**src/hw/rtl/dual_motor_frame_crc8_encoder_core_assert.svh**
```systemverilog
// Assertion macros for the frame encoder RTL; used by dmfc_frame_ser.
// Needs nothing else; the checks vanish when SYNTH is defined.
`ifndef DUAL_MOTOR_FRAME_CRC8_ENCODER_CORE_ASSERT_SVH
`define DUAL_MOTOR_FRAME_CRC8_ENCODER_CORE_ASSERT_SVH
`ifndef SYNTH
// Check that a condition holds at every clock edge outside reset.
`define DMFC_ASSERT_ALWAYS(label, clk, rst, cond) \
   label: assert property (@(posedge clk) disable iff (rst) (cond)) \
      else $error("dmfc assertion failed");
// Check that a trigger is followed in the next cycle by an outcome.
`define DMFC_ASSERT_NEXT(label, clk, rst, trig, outcome) \
   label: assert property (@(posedge clk) disable iff (rst) (trig) |=> (outcome)) \
      else $error("dmfc assertion failed");
`else
`define DMFC_ASSERT_ALWAYS(label, clk, rst, cond)
`define DMFC_ASSERT_NEXT(label, clk, rst, trig, outcome)
`endif
`endif

```
**src/hw/rtl/dmfc_pkg.sv**
```systemverilog
// Types, frame constants and CRC-8/Maxim step for the frame encoder.
// Depends on nothing; used by every module of the block.
`default_nettype none
package dmfc_pkg;

   typedef struct packed {
      logic [7:0]  first_motor_id;
      logic [31:0] first_speed_bits;
      logic [7:0]  second_motor_id;
      logic [31:0] second_speed_bits;
   } dmfc_req_type;

   typedef struct packed {
      logic [7:0] frame_byte;
      logic       last_of_frame;
   } dmfc_rsp_type;

   localparam int unsigned FRAME_LEN = 23;
   localparam int unsigned POS_W     = $clog2(FRAME_LEN);

   typedef logic [POS_W-1:0] dmfc_pos_type;

   // byte positions within the frame
   localparam dmfc_pos_type POS_HDR0   = POS_W'(0);
   localparam dmfc_pos_type POS_HDR1   = POS_W'(1);
   localparam dmfc_pos_type POS_LEAD0  = POS_W'(2);
   localparam dmfc_pos_type POS_LEAD1  = POS_W'(3);
   localparam dmfc_pos_type POS_LEAD2  = POS_W'(4);
   localparam dmfc_pos_type POS_LEAD3  = POS_W'(5);
   localparam dmfc_pos_type POS_ID1    = POS_W'(6);
   localparam dmfc_pos_type POS_SPD1_0 = POS_W'(7);
   localparam dmfc_pos_type POS_SPD1_1 = POS_W'(8);
   localparam dmfc_pos_type POS_SPD1_2 = POS_W'(9);
   localparam dmfc_pos_type POS_SPD1_3 = POS_W'(10);
   localparam dmfc_pos_type POS_ID2    = POS_W'(11);
   localparam dmfc_pos_type POS_SPD2_0 = POS_W'(12);
   localparam dmfc_pos_type POS_SPD2_1 = POS_W'(13);
   localparam dmfc_pos_type POS_SPD2_2 = POS_W'(14);
   localparam dmfc_pos_type POS_SPD2_3 = POS_W'(15);
   localparam dmfc_pos_type POS_TAIL0  = POS_W'(16);
   localparam dmfc_pos_type POS_TAIL1  = POS_W'(17);
   localparam dmfc_pos_type POS_TAIL2  = POS_W'(18);
   localparam dmfc_pos_type POS_TAIL3  = POS_W'(19);
   localparam dmfc_pos_type POS_TAIL4  = POS_W'(20);
   localparam dmfc_pos_type POS_TAIL5  = POS_W'(21);
   localparam dmfc_pos_type POS_CRC    = POS_W'(22);

   localparam logic [7:0] HDR0  = 8'hAA;
   localparam logic [7:0] HDR1  = 8'h55;
   localparam logic [7:0] LEAD0 = 8'h03;
   localparam logic [7:0] LEAD1 = 8'h12;
   localparam logic [7:0] LEAD2 = 8'h01;
   localparam logic [7:0] LEAD3 = 8'h02;
   localparam logic [7:0] TAIL0 = 8'hF4;
   localparam logic [7:0] TAIL1 = 8'h6B;
   localparam logic [7:0] TAIL2 = 8'h92;
   localparam logic [7:0] TAIL3 = 8'h0A;
   localparam logic [7:0] TAIL4 = 8'h7B;
   localparam logic [7:0] TAIL5 = 8'hD2;

   localparam logic [7:0] CRC_POLY = 8'h8C;  // reflected form
   localparam logic [7:0] CRC_INIT = 8'h00;

   // one byte through the reflected CRC-8/Maxim, bit by bit
   function automatic logic [7:0] crc8_step(input logic [7:0] crc, input logic [7:0] data);
      logic [7:0] c;
      c = crc ^ data;
      for (int b = 0; b < 8; b++) begin
         c = c[0] ? ((c >> 1) ^ CRC_POLY) : (c >> 1);
      end
      return c;
   endfunction

   // body byte at a position; the CRC position is supplied elsewhere
   function automatic logic [7:0] body_byte(input dmfc_req_type item, input dmfc_pos_type pos);
      logic [7:0] b;
      unique case (pos)
         POS_HDR0:   b = HDR0;
         POS_HDR1:   b = HDR1;
         POS_LEAD0:  b = LEAD0;
         POS_LEAD1:  b = LEAD1;
         POS_LEAD2:  b = LEAD2;
         POS_LEAD3:  b = LEAD3;
         POS_ID1:    b = item.first_motor_id;
         POS_SPD1_0: b = item.first_speed_bits[7:0];
         POS_SPD1_1: b = item.first_speed_bits[15:8];
         POS_SPD1_2: b = item.first_speed_bits[23:16];
         POS_SPD1_3: b = item.first_speed_bits[31:24];
         POS_ID2:    b = item.second_motor_id;
         POS_SPD2_0: b = item.second_speed_bits[7:0];
         POS_SPD2_1: b = item.second_speed_bits[15:8];
         POS_SPD2_2: b = item.second_speed_bits[23:16];
         POS_SPD2_3: b = item.second_speed_bits[31:24];
         POS_TAIL0:  b = TAIL0;
         POS_TAIL1:  b = TAIL1;
         POS_TAIL2:  b = TAIL2;
         POS_TAIL3:  b = TAIL3;
         POS_TAIL4:  b = TAIL4;
         POS_TAIL5:  b = TAIL5;
         default:    b = 8'h00;
      endcase
      return b;
   endfunction

endpackage
`default_nettype wire

```
**src/hw/rtl/dmfc_in_reg.sv**
```systemverilog
// Input holding register: one request beat waits here for the serialiser.
// Depends on dmfc_pkg.
`default_nettype none
module dmfc_in_reg (
   input  wire logic                  clock,
   input  wire logic                  reset,
   input  wire logic                  req_valid,
   output logic                       req_ready,
   input  wire dmfc_pkg::dmfc_req_type req_data,
   output logic                       item_valid,
   output dmfc_pkg::dmfc_req_type     item,
   input  wire logic                  item_take
);
   import dmfc_pkg::*;

   logic         item_valid_ff, item_valid_in;
   dmfc_req_type item_ff, item_in;

   // take a new beat when empty or when the held one leaves this cycle
   assign req_ready = !item_valid_ff || item_take;

   always_comb begin
      item_valid_in = item_valid_ff;
      item_in       = item_ff;
      if (req_valid && req_ready) begin
         item_valid_in = 1'b1;
         item_in       = req_data;
      end else if (item_take) begin
         item_valid_in = 1'b0;
      end
   end

   always_ff @(posedge clock) begin
      if (reset) begin
         item_valid_ff <= 1'b0;
      end else begin
         item_valid_ff <= item_valid_in;
      end
      item_ff <= item_in;
   end

   assign item_valid = item_valid_ff;
   assign item       = item_ff;

endmodule
`default_nettype wire

```
**src/hw/rtl/dmfc_frame_ser.sv**
```systemverilog
// Frame serialiser: byte counter, running CRC and the result register.
// Depends on dmfc_pkg and the assertion macro header.
`default_nettype none
`include "dual_motor_frame_crc8_encoder_core_assert.svh"
module dmfc_frame_ser (
   input  wire logic                  clock,
   input  wire logic                  reset,
   input  wire logic                  item_valid,
   input  wire dmfc_pkg::dmfc_req_type item,
   output logic                       item_take,
   output logic                       rsp_valid,
   input  wire logic                  rsp_ready,
   output dmfc_pkg::dmfc_rsp_type     rsp_data
);
   import dmfc_pkg::*;

   logic         active_ff, active_in;
   dmfc_pos_type pos_ff, pos_in;
   dmfc_req_type frame_ff, frame_in;
   logic [7:0]   crc_ff, crc_in;
   logic         rsp_valid_ff, rsp_valid_in;
   dmfc_rsp_type rsp_ff, rsp_in;

   logic       advance;
   logic       at_last;
   logic       in_body;
   logic [7:0] cur_byte;

   assign advance  = active_ff && (!rsp_valid_ff || rsp_ready);
   assign at_last  = (pos_ff == POS_CRC);
   assign in_body  = (pos_ff >= POS_LEAD0) && (pos_ff <= POS_TAIL5);
   assign cur_byte = at_last ? crc_ff : body_byte(frame_ff, pos_ff);

   // load the next item when idle or as the CRC byte goes out
   assign item_take = item_valid && (!active_ff || (advance && at_last));

   always_comb begin
      active_in = active_ff;
      pos_in    = pos_ff;
      frame_in  = frame_ff;
      crc_in    = crc_ff;
      if (item_take) begin
         active_in = 1'b1;
         pos_in    = POS_HDR0;
         frame_in  = item;
         crc_in    = CRC_INIT;
      end else if (advance) begin
         if (at_last) begin
            active_in = 1'b0;
            pos_in    = POS_HDR0;
         end else begin
            pos_in = pos_ff + POS_W'(1);
            if (in_body) begin
               crc_in = crc8_step(crc_ff, cur_byte);
            end
         end
      end
   end

   always_comb begin
      rsp_valid_in = rsp_valid_ff && !rsp_ready;
      rsp_in       = rsp_ff;
      if (advance) begin
         rsp_valid_in         = 1'b1;
         rsp_in.frame_byte    = cur_byte;
         rsp_in.last_of_frame = at_last;
      end
   end

   always_ff @(posedge clock) begin
      if (reset) begin
         active_ff    <= 1'b0;
         pos_ff       <= POS_HDR0;
         rsp_valid_ff <= 1'b0;
      end else begin
         active_ff    <= active_in;
         pos_ff       <= pos_in;
         rsp_valid_ff <= rsp_valid_in;
      end
      frame_ff <= frame_in;
      crc_ff   <= crc_in;
      rsp_ff   <= rsp_in;
   end

   assign rsp_valid = rsp_valid_ff;
   assign rsp_data  = rsp_ff;

   `DMFC_ASSERT_ALWAYS(a_pos_in_range, clock, reset, pos_ff <= POS_CRC)
   `DMFC_ASSERT_ALWAYS(a_idle_pos_zero, clock, reset, active_ff || (pos_ff == POS_HDR0))
   `DMFC_ASSERT_NEXT(a_crc_marks_last, clock, reset, advance && at_last,
                     rsp_valid_ff && rsp_ff.last_of_frame)
   `DMFC_ASSERT_NEXT(a_body_not_last, clock, reset, advance && !at_last,
                     rsp_valid_ff && !rsp_ff.last_of_frame)

endmodule
`default_nettype wire

```
**src/hw/rtl/dual_motor_frame_crc8_encoder_core.sv**
```systemverilog
// Top level of the dual motor frame encoder with CRC-8/Maxim check byte.
// Depends on dmfc_pkg, dmfc_in_reg and dmfc_frame_ser.
//
// Usage:
//   Request channel (req_valid/req_ready/req_data): one beat carries two
//   motor IDs and two raw 32-bit speed patterns.
//   Response channel (rsp_valid/rsp_ready/rsp_data): 23 beats per request,
//   one frame byte each: AA 55, 03 12 01 02, id1, speed1 (LSB first), id2,
//   speed2 (LSB first), F4 6B 92 0A 7B D2 and the CRC-8/Maxim of the 20
//   bytes after the header. last_of_frame is high on the CRC beat only.
// Path: with the serialiser idle, the first byte of a frame passes through
//   the holding register, the frame register and the response register.
// Throughput: one response beat per cycle while rsp_ready is high. A
//   holding register takes the next request while the current frame
//   streams out, and frames follow each other with no gap.
// Reset: clears the valid flags and byte counter; no beats are in flight
//   afterwards.
// Stall: while rsp_ready is low the response register holds its byte, the
//   counter stops and, once the holding register is full, req_ready drops.
`default_nettype none
module dual_motor_frame_crc8_encoder_core (
   input  wire logic                  clock,
   input  wire logic                  reset,
   input  wire logic                  req_valid,
   output logic                       req_ready,
   input  wire dmfc_pkg::dmfc_req_type req_data,
   output logic                       rsp_valid,
   input  wire logic                  rsp_ready,
   output dmfc_pkg::dmfc_rsp_type     rsp_data
);
   import dmfc_pkg::*;

   // hand-over between the holding register and the serialiser
   logic         item_valid;
   dmfc_req_type item;
   logic         item_take;

   // hold one request beat so the next can arrive during a frame
   dmfc_in_reg u_in_reg (
      .clock      (clock),
      .reset      (reset),
      .req_valid  (req_valid),
      .req_ready  (req_ready),
      .req_data   (req_data),
      .item_valid (item_valid),
      .item       (item),
      .item_take  (item_take)
   );

   // advance one byte per accepted response beat, folding the CRC as it goes
   dmfc_frame_ser u_frame_ser (
      .clock      (clock),
      .reset      (reset),
      .item_valid (item_valid),
      .item       (item),
      .item_take  (item_take),
      .rsp_valid  (rsp_valid),
      .rsp_ready  (rsp_ready),
      .rsp_data   (rsp_data)
   );

endmodule
`default_nettype wire

```
**config.mk**
```make
export PLATFORM = sky130hd
export DESIGN_NAME = dual_motor_frame_crc8_encoder_core
export DESIGN_NICKNAME = d
export VERILOG_FILES = /design/src/hw/rtl/dmfc_pkg.sv /design/src/hw/rtl/dmfc_in_reg.sv /design/src/hw/rtl/dmfc_frame_ser.sv /design/src/hw/rtl/dual_motor_frame_crc8_encoder_core.sv
export VERILOG_INCLUDE_DIRS = /design/src /design/src/hw/rtl
export SDC_FILE = /design/constraint.sdc
export NUM_CORES = 1
export LEC_CHECK = 0
export ABC_AREA = 1
export ABC_CLOCK_PERIOD_IN_PS = 14200
export BUFFER_PORTS_ARGS = -buffer_cell sky130_fd_sc_hd__buf_2
export CAP_MARGIN = 10
export CORE_MARGIN = 2
export CORE_UTILIZATION = 36
export CTS_BUF_LIST = sky130_fd_sc_hd__clkbuf_8
export DETAILED_ROUTE_END_ITERATION = 16
export PLACE_DENSITY = 0.56
export SLEW_MARGIN = 40
export SYNTH_ARGS = -nofsm -noshare
export SYNTH_HDL_FRONTEND = slang
export SYNTH_SLANG_ARGS = --single-unit
```
**constraint.sdc**
```tcl
create_clock -name clock -period 14.2 [get_ports clock]
set_input_delay 0.71 -clock clock [delete_from_list [all_inputs] [get_ports clock]]
set_output_delay 0.71 -clock clock [all_outputs]
set_load 0.02 [all_outputs]
```
# [After elaboration in Yosys (flattened, before gate mapping)]
# Cells that the tools add are included.
[classes] eq_ne=22 n_reduce_logical=20 order_cmp=2 muxes=17 n_addsub=1 bitwise_logic=10
[op_table] op="8-bit one-hot mux with 22 select lines" n=1
[op_table] op="8-bit 2-to-1 mux" n=9
[op_table] op="5-bit by 4-bit == test with 1-bit output, second input constant" n=8
[op_table] op="5-bit == test, second input constant" n=7
[op_table] op="2-bit NOT with 3-bit output" n=8
[op_table] op="5-bit by 3-bit == test with 1-bit output, second input constant" n=4
[op_table] op="5-bit by 2-bit == test with 1-bit output, second input constant" n=2
[op_table] op="8-bit XOR" n=1
[op_table] op="1-bit logical AND" n=6
[op_table] op="1-bit 2-to-1 mux" n=6
[op_table] op="2-bit nonzero test" n=3
[op_table] op="5-bit by 1-bit adder with 5-bit output, second input constant" n=1
[op_table] op="5-bit by 1-bit == test with 1-bit output, second input constant" n=1
[op_table] op="5-bit by 2-bit greater-or-equal comparator with 1-bit output, second input constant" n=1
[op_table] op="5-bit <= comparator, second input constant" n=1
[op_table] op="5-bit zero test" n=1
[op_table] op="5-bit 2-to-1 mux" n=1
[op_table] op="1-bit zero test" n=4
[op_table] op="1-bit logical OR" n=3
[op_table] op="3-bit AND reduction" n=1
[op_table] op="2-bit AND reduction" n=1
[op_table] op="2-bit OR reduction" n=1
[op_table] op="1-bit NOT" n=1
[word_totals] wordCells=87 ff_bits=185 in_bits=84

# [Depth between registers and ports, before layout]
# Gate-level depths: netlist of run 1.
[logic_depth] ltp_word=20 depth_mapped=22 mapped_depth_nobuf=21

# [Modules after synthesis]
# From an unflattened synthesis of run 1, not the netlist that was laid out.
[unflattened] hier_cells=624 area_unflattened_um2=7353.3
[modules_own_cells] module="dmfc_frame_ser" area_each_um2=4903.5 instances=1 cells_each=538
[modules_own_cells] module="dmfc_in_reg" area_each_um2=2449.8 instances=1 cells_each=86

# [Worst setup path before layout of run 1]
# Ideal clock, no wire load.
[synth_timing] path_type="input-to-reg" startpoint="in rsp_ready" endpoint="reg u_frame_ser.crc_ff[4]" setup_slack_ps=8471 arrival_time_ps=5610 stages=11 n_path_buf=0 path_cell_list="inv_1 nand2_1 nand2_1 inv_1 nand2_1 nand2_1 inv_1 nor2_1 inv_1 o211ai_1 inv_1"
[synth_between] elab_chain_len=5 elab_cells_between_ends=6 cone_classes="reduce/logical (6)"
[synth_rtl] item="start, declared" line="dual_motor_frame_crc8_encoder_core.sv:28" rtl="input wire logic rsp_ready,"
[synth_rtl] item="1-bit logical OR" line="dmfc_frame_ser.sv:29" rtl="assign advance = active_ff && (!rsp_valid_ff || rsp_ready);"
[synth_rtl] item="1-bit logical AND" line="dmfc_frame_ser.sv:29"
[synth_rtl] item="via u_frame_ser.advance" line="dmfc_frame_ser.sv:24" rtl="logic advance;"
[synth_rtl] item="1-bit logical AND" line="dmfc_frame_ser.sv:35" rtl="assign item_take = item_valid && (!active_ff || (advance && at_last));"
[synth_rtl] item="1-bit logical OR" line="dmfc_frame_ser.sv:35"
[synth_rtl] item="1-bit logical AND" line="dmfc_frame_ser.sv:35"
[synth_rtl] item="via item_take" line="dual_motor_frame_crc8_encoder_core.sv:36" rtl="logic item_take;"
[synth_rtl] item="end signal, assigned" line="dmfc_frame_ser.sv:81" rtl="crc_ff <= crc_in;"
[synth_rtl] item="end, declared" line="dmfc_frame_ser.sv:20" rtl="logic [7:0] crc_ff, crc_in;"
# The timed path passes the listed nets, and every way through them passes these cells.
# A chain may end at the register's enable or synchronous reset.

# [Worst setup path after layout of run 1]
[layout_timing] startpoint="reg u_frame_ser.pos_ff[0]" endpoint="reg u_frame_ser.crc_ff[2]"
[layout_between] elab_chain_len=15 elab_cells_between_ends=49 cone_classes="order compare (2); eq/ne (22); mux (10); bitwise (9); reduce/logical (6)"
[layout_rtl] item="start, declared" line="dmfc_frame_ser.sv:18" rtl="dmfc_pos_type pos_ff, pos_in;"
[layout_rtl] item="start signal, assigned" line="dmfc_frame_ser.sv:77" rtl="pos_ff <= pos_in;"
[layout_rtl] item="5-bit == test, or another cell as far along" line="dmfc_pkg.sv:77" rtl="unique case (pos)"
[layout_rtl] item="8-bit one-hot mux with 22 select lines" line="dmfc_pkg.sv:77"
[layout_rtl] item="8-bit 2-to-1 mux" line="dmfc_frame_ser.sv:32" rtl="assign cur_byte = at_last ? crc_ff : body_byte(frame_ff, pos_ff);"
[layout_rtl] item="8-bit XOR" line="dmfc_pkg.sv:67" rtl="c = crc ^ data;"
[layout_rtl] item="8-bit 2-to-1 mux (2 in series)" line="dmfc_pkg.sv:69" rtl="c = c[0] ? ((c >> 1) ^ CRC_POLY) : (c >> 1);"
[layout_rtl] item="2-bit NOT with 3-bit output (no source line)"
[layout_rtl] item="8-bit 2-to-1 mux" line="dmfc_pkg.sv:69"
[layout_rtl] item="2-bit NOT with 3-bit output (no source line)"
[layout_rtl] item="8-bit 2-to-1 mux (4 in series)" line="dmfc_pkg.sv:69"
[layout_rtl] item="2-bit NOT with 3-bit output (no source line)"
[layout_rtl] item="8-bit 2-to-1 mux" line="dmfc_pkg.sv:69"
# Several ways; a longest one is shown, not always the timed one.

==> results of run 1 <==
worst min path at each step:
stage,from,to,slack [ps],cells past startpoint
detailed placement,u_in_reg.item[61]$_DFFE_PP_,u_frame_ser.frame_ff[61]$_DFFE_PP_,410,0
global route,req_data[35],u_in_reg.item[35]$_DFFE_PP_,370,1
finish,req_data[75],u_in_reg.item[75]$_DFFE_PP_,410,1
CTS,req_data[45],u_in_reg.item[45]$_DFFE_PP_,380,1
floorplan,u_in_reg.item[0]$_DFFE_PP_,u_frame_ser.frame_ff[0]$_DFFE_PP_,400,0
global placement,u_in_reg.item[22]$_DFFE_PP_,u_frame_ser.frame_ff[22]$_DFFE_PP_,410,0
cells in the final DEF (no fill, tap or decap), types with 3 or more instances in the layout:
cell type / n
nand2_1: 172
edfxtp_1: 169
buf_2: 94
nand3_1: 69
inv_1: 53
nor2_1: 46
clkbuf_8: 17
dfxtp_1: 16
o21ai_0: 15
a21oi_1: 11
nand4_1: 7
nand2_2: 6
nor2_2: 5
inv_2: 5
ha_1: 5
nor2_4: 4
o21ai_1: 3
bufinv_16: 3
inv_8: 3
inv_6: 3
sequential cells by signal (all words and copies together) (netlist names):
signal,flops
u_frame_ser.active_ff,1
u_frame_ser.rsp_valid,1
u_frame_ser.crc_ff,8
u_in_reg.item,80
u_frame_ser.frame_ff,80
u_in_reg.item_valid,1
u_frame_ser.rsp_data,9
u_frame_ser.pos_ff,5
kinds of logic (layout without fill, tap and decap cells):
logic type	count (synthesis)	count (layout)
AOI/OAI and AO/OA	37	37
xor gates and xnor gates	5	5
adders and majority gates	5	5
buffers and inverters	69	188
and+or+nand+nor	318	318
DFF	185	185
per-stage QoR:
| stage | cells | utilization | worst slack, ps | area (sq um) | power [mW] |
|---|---|---|---|---|---|
| after floorplan | 619 | - | 8470 | 7410 | 0.700 |
| after global placement | 975 | 0.404 | 10800 | 8170 | 0.728 |
| after detailed placement | 975 | 0.404 | 10690 | 8170 | 0.730 |
| after CTS | 1007 | 0.426 | 10700 | 8620 | 1.11 |
| after global routing | 1008 | 0.427 | 10700 | 8640 | 1.15 |
| final | 1008 | 0.427 | 11000 | 8640 | 1.10 |
layout make-up:
cell class,count,area (sq um),area share
clock buffers,17,234,0.0271
clock inverters,15,208,0.0240
inverters,59,224,0.0259
multi-input cells,365,1730,0.200
flip-flops and latches,185,5400,0.624
well taps,270,338,0.0391
repair buffers,97,517,0.0598
report_power, final:
| group | total [mW] | internal [mW] | switching (mW) |
|---|---|---|---|
| combinational | 0.0794 | 0.0269 | 0.0525 |
| clock | 0.383 | 0.181 | 0.202 |
| sequential | 0.639 | 0.629 | 0.00939 |
routing by layer:
metal / GRT usage / share of wire / wire length [microns]
met4: 0.0591 / 0.023 / 353
met5: 0 / 0 / 0
met1: 0.202 / 0.48 / 7260
met3: 0.0321 / 0.045 / 679
met2: 0.230 / 0.45 / 6890
==> metrics.cfg, run 1 <==
[status]
status=completed

[logic_synthesis]
synth_most_common_cell=nand2_1
synth-edff-count=169
syn_area_sq_um=7410
synthTopCellsByArea=edfxtp_1 68%, nand2_1 8.7%, nand3_1 4.7%, dfxtp_1 4.3%, inv_1 2.7%
synthTopCellsByCount=172 x nand2_1, 169 x edfxtp_1, 69 x nand3_1
syn_inst=619
synthSimpleGateAreaFrac=0.189
synth_compound_area_frac=0.0280
synth_area_leader_cell=edfxtp_1
synth_area_per_cell_sq_um=12.0
synth_fa_ha_area_frac=0.00844
muxShareOfSynthArea=0
synth-xor-area-share=0.00692
synth_fp_nets=708
synth_top_area_frac=0.685
synth-seq-cells=185
synth_warnings=0
ys_seq_area_frac=0.728
synth_top_family_by_area=simple AND/OR/NAND/NOR gates
ys_types=37
ys_async_sr_fraction=0
synth-main-ff-cell=edfxtp_1

[pwr]
ir_drop_v=0.0000739
power_leakage_nw=3.47
power_density_nw_per_um2=127

[global_route]
antenna_found_initial=0
grt_overflow=0
track_usage=0.147
grt_start_max_net_pins=81
grt_pass1_wl_mm=24.5
grt_pass1_vias=4639

[clocking]
cts_hold_buf=0
cts_tree=yes
clockBufferDepth=2
postCtsSetupBuffers=0
cts_made_buffers=17
clkTransAtPathRegs_ps=110
clkLatencyLatePin_ps=470
cts_max_level=4
cts-resized-gates=0
clock_tree.root_cell=clkbuf_8
clock-sinks=185

[final_layout]
nFillCells=1894
n_antenna_cell=0
nNetsFinal=814
drive_above_1_share=0.213
area_growth_pct=16.6

[worst_setup_path]
cp_slowest_cell=nor2_1
cp_slowest_stage_delay_ps=620
path_class=flop to flop
path_depth=21
rr_startpoint=u_frame_ser.pos_ff[0]$_SDFFE_PP0P_
reg2reg_slack_ps=11000
crit_required_ps=14580
crit_fanout=11
cp_data_arrival_time_ps=3580
end_kind=flop
r2r_cells=21
r2r-end=u_frame_ser.crc_ff[2]$_SDFFE_PP0P_
crit_family=simple AND/OR/NAND/NOR gates
crit_top_cell=nand2_1
startpoint=u_frame_ser.pos_ff[0]$_SDFFE_PP0P_
cp-start-kind=flop
cp-endpoint=u_frame_ser.crc_ff[2]$_SDFFE_PP0P_
cp_num_buf_inv=4
crit_chain=inv_1 -> ha_1 -> inv_1 -> nor2_1 -> nand2_1 -> nand3_1 -> nor2_1 -> nand2_1 -> inv_1 -> nand2_1 -> nand3_1 -> nand2_1 -> nand2_2 -> nand2_4 -> nand2_1 -> nand2_1 -> nand2_1 -> nand3_1 -> nand3_1 -> nand2_1 -> inv_1

[routing]
wl_mm=15.2
drc=0
vias_per_cell=4.60
vias=4637
drtAntennaViolNets=0
drtIter0Drc=334
dr.pass1.iters=5
wire_per_inst_microns=15.1

[floorplan]
core_sq_um=20200
die_area_sq_um=21800
start_util=0.366
die_h_microns=148
fp.dieW_microns=148
rows=52
ios=95

[sta]
fin_crit_sh=0.226
setup-tns-final_ps=0
max_freq_mhz=312
final_hold_viol_count=0
setup_viol=0
slew_viol_final=0
skew_ps=14.1
min_period_ps=3200
fin_hold_ws_ps=406
rsz0062_at_grt=false
tightest_slew_ps=816
relSlewSlack=0.454

[placement]
numPortBuffers=94
gp_congestion=0.872
dpl.hpwl_mm=10.9

[run]
cap_violations=0

[hold_path]
min_path_type=primary input to flop

No activity file was read; power rests on OpenSTA's default activity.
==> run 2, diff against run 1 <==
ABC_CLOCK_PERIOD_IN_PS = 2610   (was 14200)
PLACE_DENSITY = 0.58   (was 0.56)
clock period = 2.61 ns   (was 14.2 ns; I/O delays follow)
==> metrics.cfg, run 2 (synthesized netlist as in run 1, its figures left out) <==
[status]
status=completed  ; unchanged

[placement]
dpl.hpwl_mm=11.3  ; was 10.9 mm
numPortBuffers=94  ; unchanged
postPlaceCellArea_sq_um=8610  ; was 8170 sq um
pre_cts_ws_ps=-248  ; was 10,690 ps
gp_congestion=0.856  ; was 0.872

[sta]
min_period_ps=2480  ; was 3200 ps
worst_slack_ps=128  ; was 11,000 ps
tightest_slew_ps=500  ; was 816 ps
relSlewSlack=0.666  ; was 0.454
max_freq_mhz=403  ; was 312 MHz
setup_viol=0  ; unchanged
skew_ps=13.3  ; was 14.1 ps
final_hold_viol_count=0  ; unchanged
fin_crit_sh=0.951  ; was 0.226
slew_viol_final=0  ; unchanged
setup-tns-final_ps=0  ; unchanged
rsz0062_at_grt=true  ; was false

[pwr]
power_density_nw_per_um2=576  ; was 127 nW/um^2
ir_drop_v=0.000378  ; was 0.0000739 V
power_leakage_nw=4.11  ; was 3.47 nW

[clocking]
clockBufferDepth=2  ; unchanged
cts_max_level=4  ; unchanged
clock_tree.root_cell=clkbuf_8  ; unchanged
cts_made_buffers=17  ; unchanged
clock-sinks=185  ; unchanged
clkTransAtPathRegs_ps=90  ; was 110 ps
clkLatencyLatePin_ps=460  ; was 470 ps
cts_tree=yes  ; unchanged

[final_layout]
n_antenna_cell=0  ; unchanged
final_common_cell=edfxtp_1  ; was nand2_1
drive_above_1_share=0.315  ; was 0.213
nNetsFinal=947  ; was 814
area_growth_pct=36.8  ; was 16.6%
final_area_sq_um=10100  ; was 8640 sq um
final_cell_mix=169 x edfxtp_1, 147 x nand2_1, 94 x buf_2  ; was 172 x nand2_1, 169 x edfxtp_1, 94 x buf_2

[worst_setup_path]
crit_top_cell=nand2_1  ; unchanged
crit_fanout=8  ; was 11
crit_chain=buf_6 -> ha_4 -> inv_4 -> nor2_4 -> ha_4 -> nand2_2 -> a21bo_2 -> nor2_1 -> nand4_1 -> o21ai_2 -> nand2_2 -> nand2_2 -> nand2_1 -> nand2_1 -> nand2_1 -> nand2_1 -> nand3_1 -> nand2_1 -> inv_1  ; was inv_1 -> ha_1 -> inv_1 -> nor2_1 -> nand2_1 -> nand3_1 -> nor2_1 -> nand2_1 -> inv_1 -> nand2_1 -> nand3_1 -> nand2_1 -> nand2_2 -> nand2_4 -> nand2_1 -> nand2_1 -> nand2_1 -> nand3_1 -> nand3_1 -> nand2_1 -> inv_1
reg2reg_slack_ps=130  ; was 11,000 ps
r2r_cells=19  ; was 21
cp_slowest_stage_delay_ps=340  ; was 620 ps
cp-start-kind=flop  ; unchanged
cp_slowest_cell=dfxtp_2  ; was nor2_1
path_class=flop to flop  ; unchanged
cp_data_arrival_time_ps=2850  ; was 3580 ps
r2r-end=u_frame_ser.crc_ff[0]$_SDFFE_PP0P_  ; was u_frame_ser.crc_ff[2]$_SDFFE_PP0P_
rr_startpoint=u_frame_ser.pos_ff[1]$_SDFFE_PP0P_  ; was u_frame_ser.pos_ff[0]$_SDFFE_PP0P_
crit_required_ps=2980  ; was 14,580 ps
end_kind=flop  ; unchanged

[global_route]
antenna_found_initial=0  ; unchanged
grt_pass1_vias=5016  ; was 4,639
track_usage=0.157  ; was 0.147
grt_overflow=0  ; unchanged
grt_start_max_net_pins=33  ; was 81
grt_pass1_wl_mm=26.0  ; was 24.5 mm

[hold_path]
whs_endpoint=u_in_reg.item[56]$_DFFE_PP_  ; was u_in_reg.item[75]$_DFFE_PP_
holdCritStartpoint=req_valid  ; was req_data[75]
min_path_type=primary input to flop  ; unchanged
holdPathStages=3  ; was 1

[floorplan]
ios=95  ; unchanged
core_sq_um=20200  ; unchanged
die_h_microns=148  ; unchanged
die_area_sq_um=21800  ; unchanged
fp.dieW_microns=148  ; unchanged
start_util=0.366  ; unchanged
rows=52  ; unchanged

[routing]
vias=5138  ; was 4,637
dr.pass1.iters=5  ; unchanged
drtIter0Drc=285  ; was 334
wire_per_inst_microns=14.8  ; was 15.1 microns
drtAntennaViolNets=0  ; unchanged
drc=0  ; unchanged
wl_mm=16.8  ; was 15.2 mm
vias_per_cell=4.51  ; was 4.60

[run]
cap_violations=0  ; unchanged

-- run 2: how the worst max path moves through the flow --
stage / start / slack (ps) / cells past startpoint / end
3_3_place_gp: u_frame_ser.pos_ff[1]$_SDFFE_PP0P_ / -200 / 19 / u_frame_ser.crc_ff[0]$_SDFFE_PP0P_
2_1_floorplan: u_frame_ser.pos_ff[0]$_SDFFE_PP0P_ / -210 / 12 / u_frame_ser.crc_ff[7]$_SDFFE_PP0P_
6_report: u_frame_ser.pos_ff[1]$_SDFFE_PP0P_ / 130 / 19 / u_frame_ser.crc_ff[0]$_SDFFE_PP0P_
3_5_place_dp: u_frame_ser.pos_ff[1]$_SDFFE_PP0P_ / -250 / 20 / u_frame_ser.crc_ff[2]$_SDFFE_PP0P_
5_1_grt: u_frame_ser.pos_ff[1]$_SDFFE_PP0P_ / -20 / 19 / u_frame_ser.crc_ff[0]$_SDFFE_PP0P_
4_1_cts: u_frame_ser.pos_ff[1]$_SDFFE_PP0P_ / 5 / 20 / u_frame_ser.crc_ff[2]$_SDFFE_PP0P_
-- run 2: routing by layer --
metal	vias up	part of all wire	global-route usage
met4	0	0.020	0.0596
met2	145	0.48	0.257
met3	21	0.044	0.0336
li1	2603	-	-
met5	-	0	0
met1	2369	0.45	0.207
-- run 2: cell type report --
type	instances	area (sq um)
Multi-Input combinational cell	365	2020
Sequential cell	185	5410
Timing Repair Buffer	230	1790
Inverter	59	233
Fill cell	1740	10100
Clock inverter	14	116
Tap cell	270	338
Clock buffer	17	234
-- run 2: timing repair --
item,CTS,global route
pin swaps,0,29
resized for setup,6,75
setup endpoints to repair,8,8
cloned,0,0
hold endpoints to repair,85,0
buffers inserted,0,10
hold buffers,83,0
-- run 2: report_power, final --
group / total [mW] / switching [mW] / internal (mW)
sequential: 3.47 / 0.0487 / 3.42
clock: 1.74 / 1.06 / 0.676
combinational: 0.635 / 0.343 / 0.292
-- run 2: per-stage QoR --
step,cells,hold WS [ps],utilization,total power [mW]
2_1_floorplan,619,200,-,3.81
3_3_place_gp,1016,307,0.425,4.01
3_5_place_dp,1016,309,0.425,4.02
4_1_cts,1130,176,0.485,5.84
5_1_grt,1140,193,0.501,6.08
6_report,1140,201,0.501,5.84
-- run 2: worst max-delay path: cells and delay by family (launching register included) --
| kind | cells | cell delay (ps) |
|---|---|---|
| flops | 1 | 340 |
| fa+ha+maj | 2 | 360 |
| compound gates | 2 | 460 |
| buf+inv | 3 | 220 |
| simple gates | 12 | 1020 |
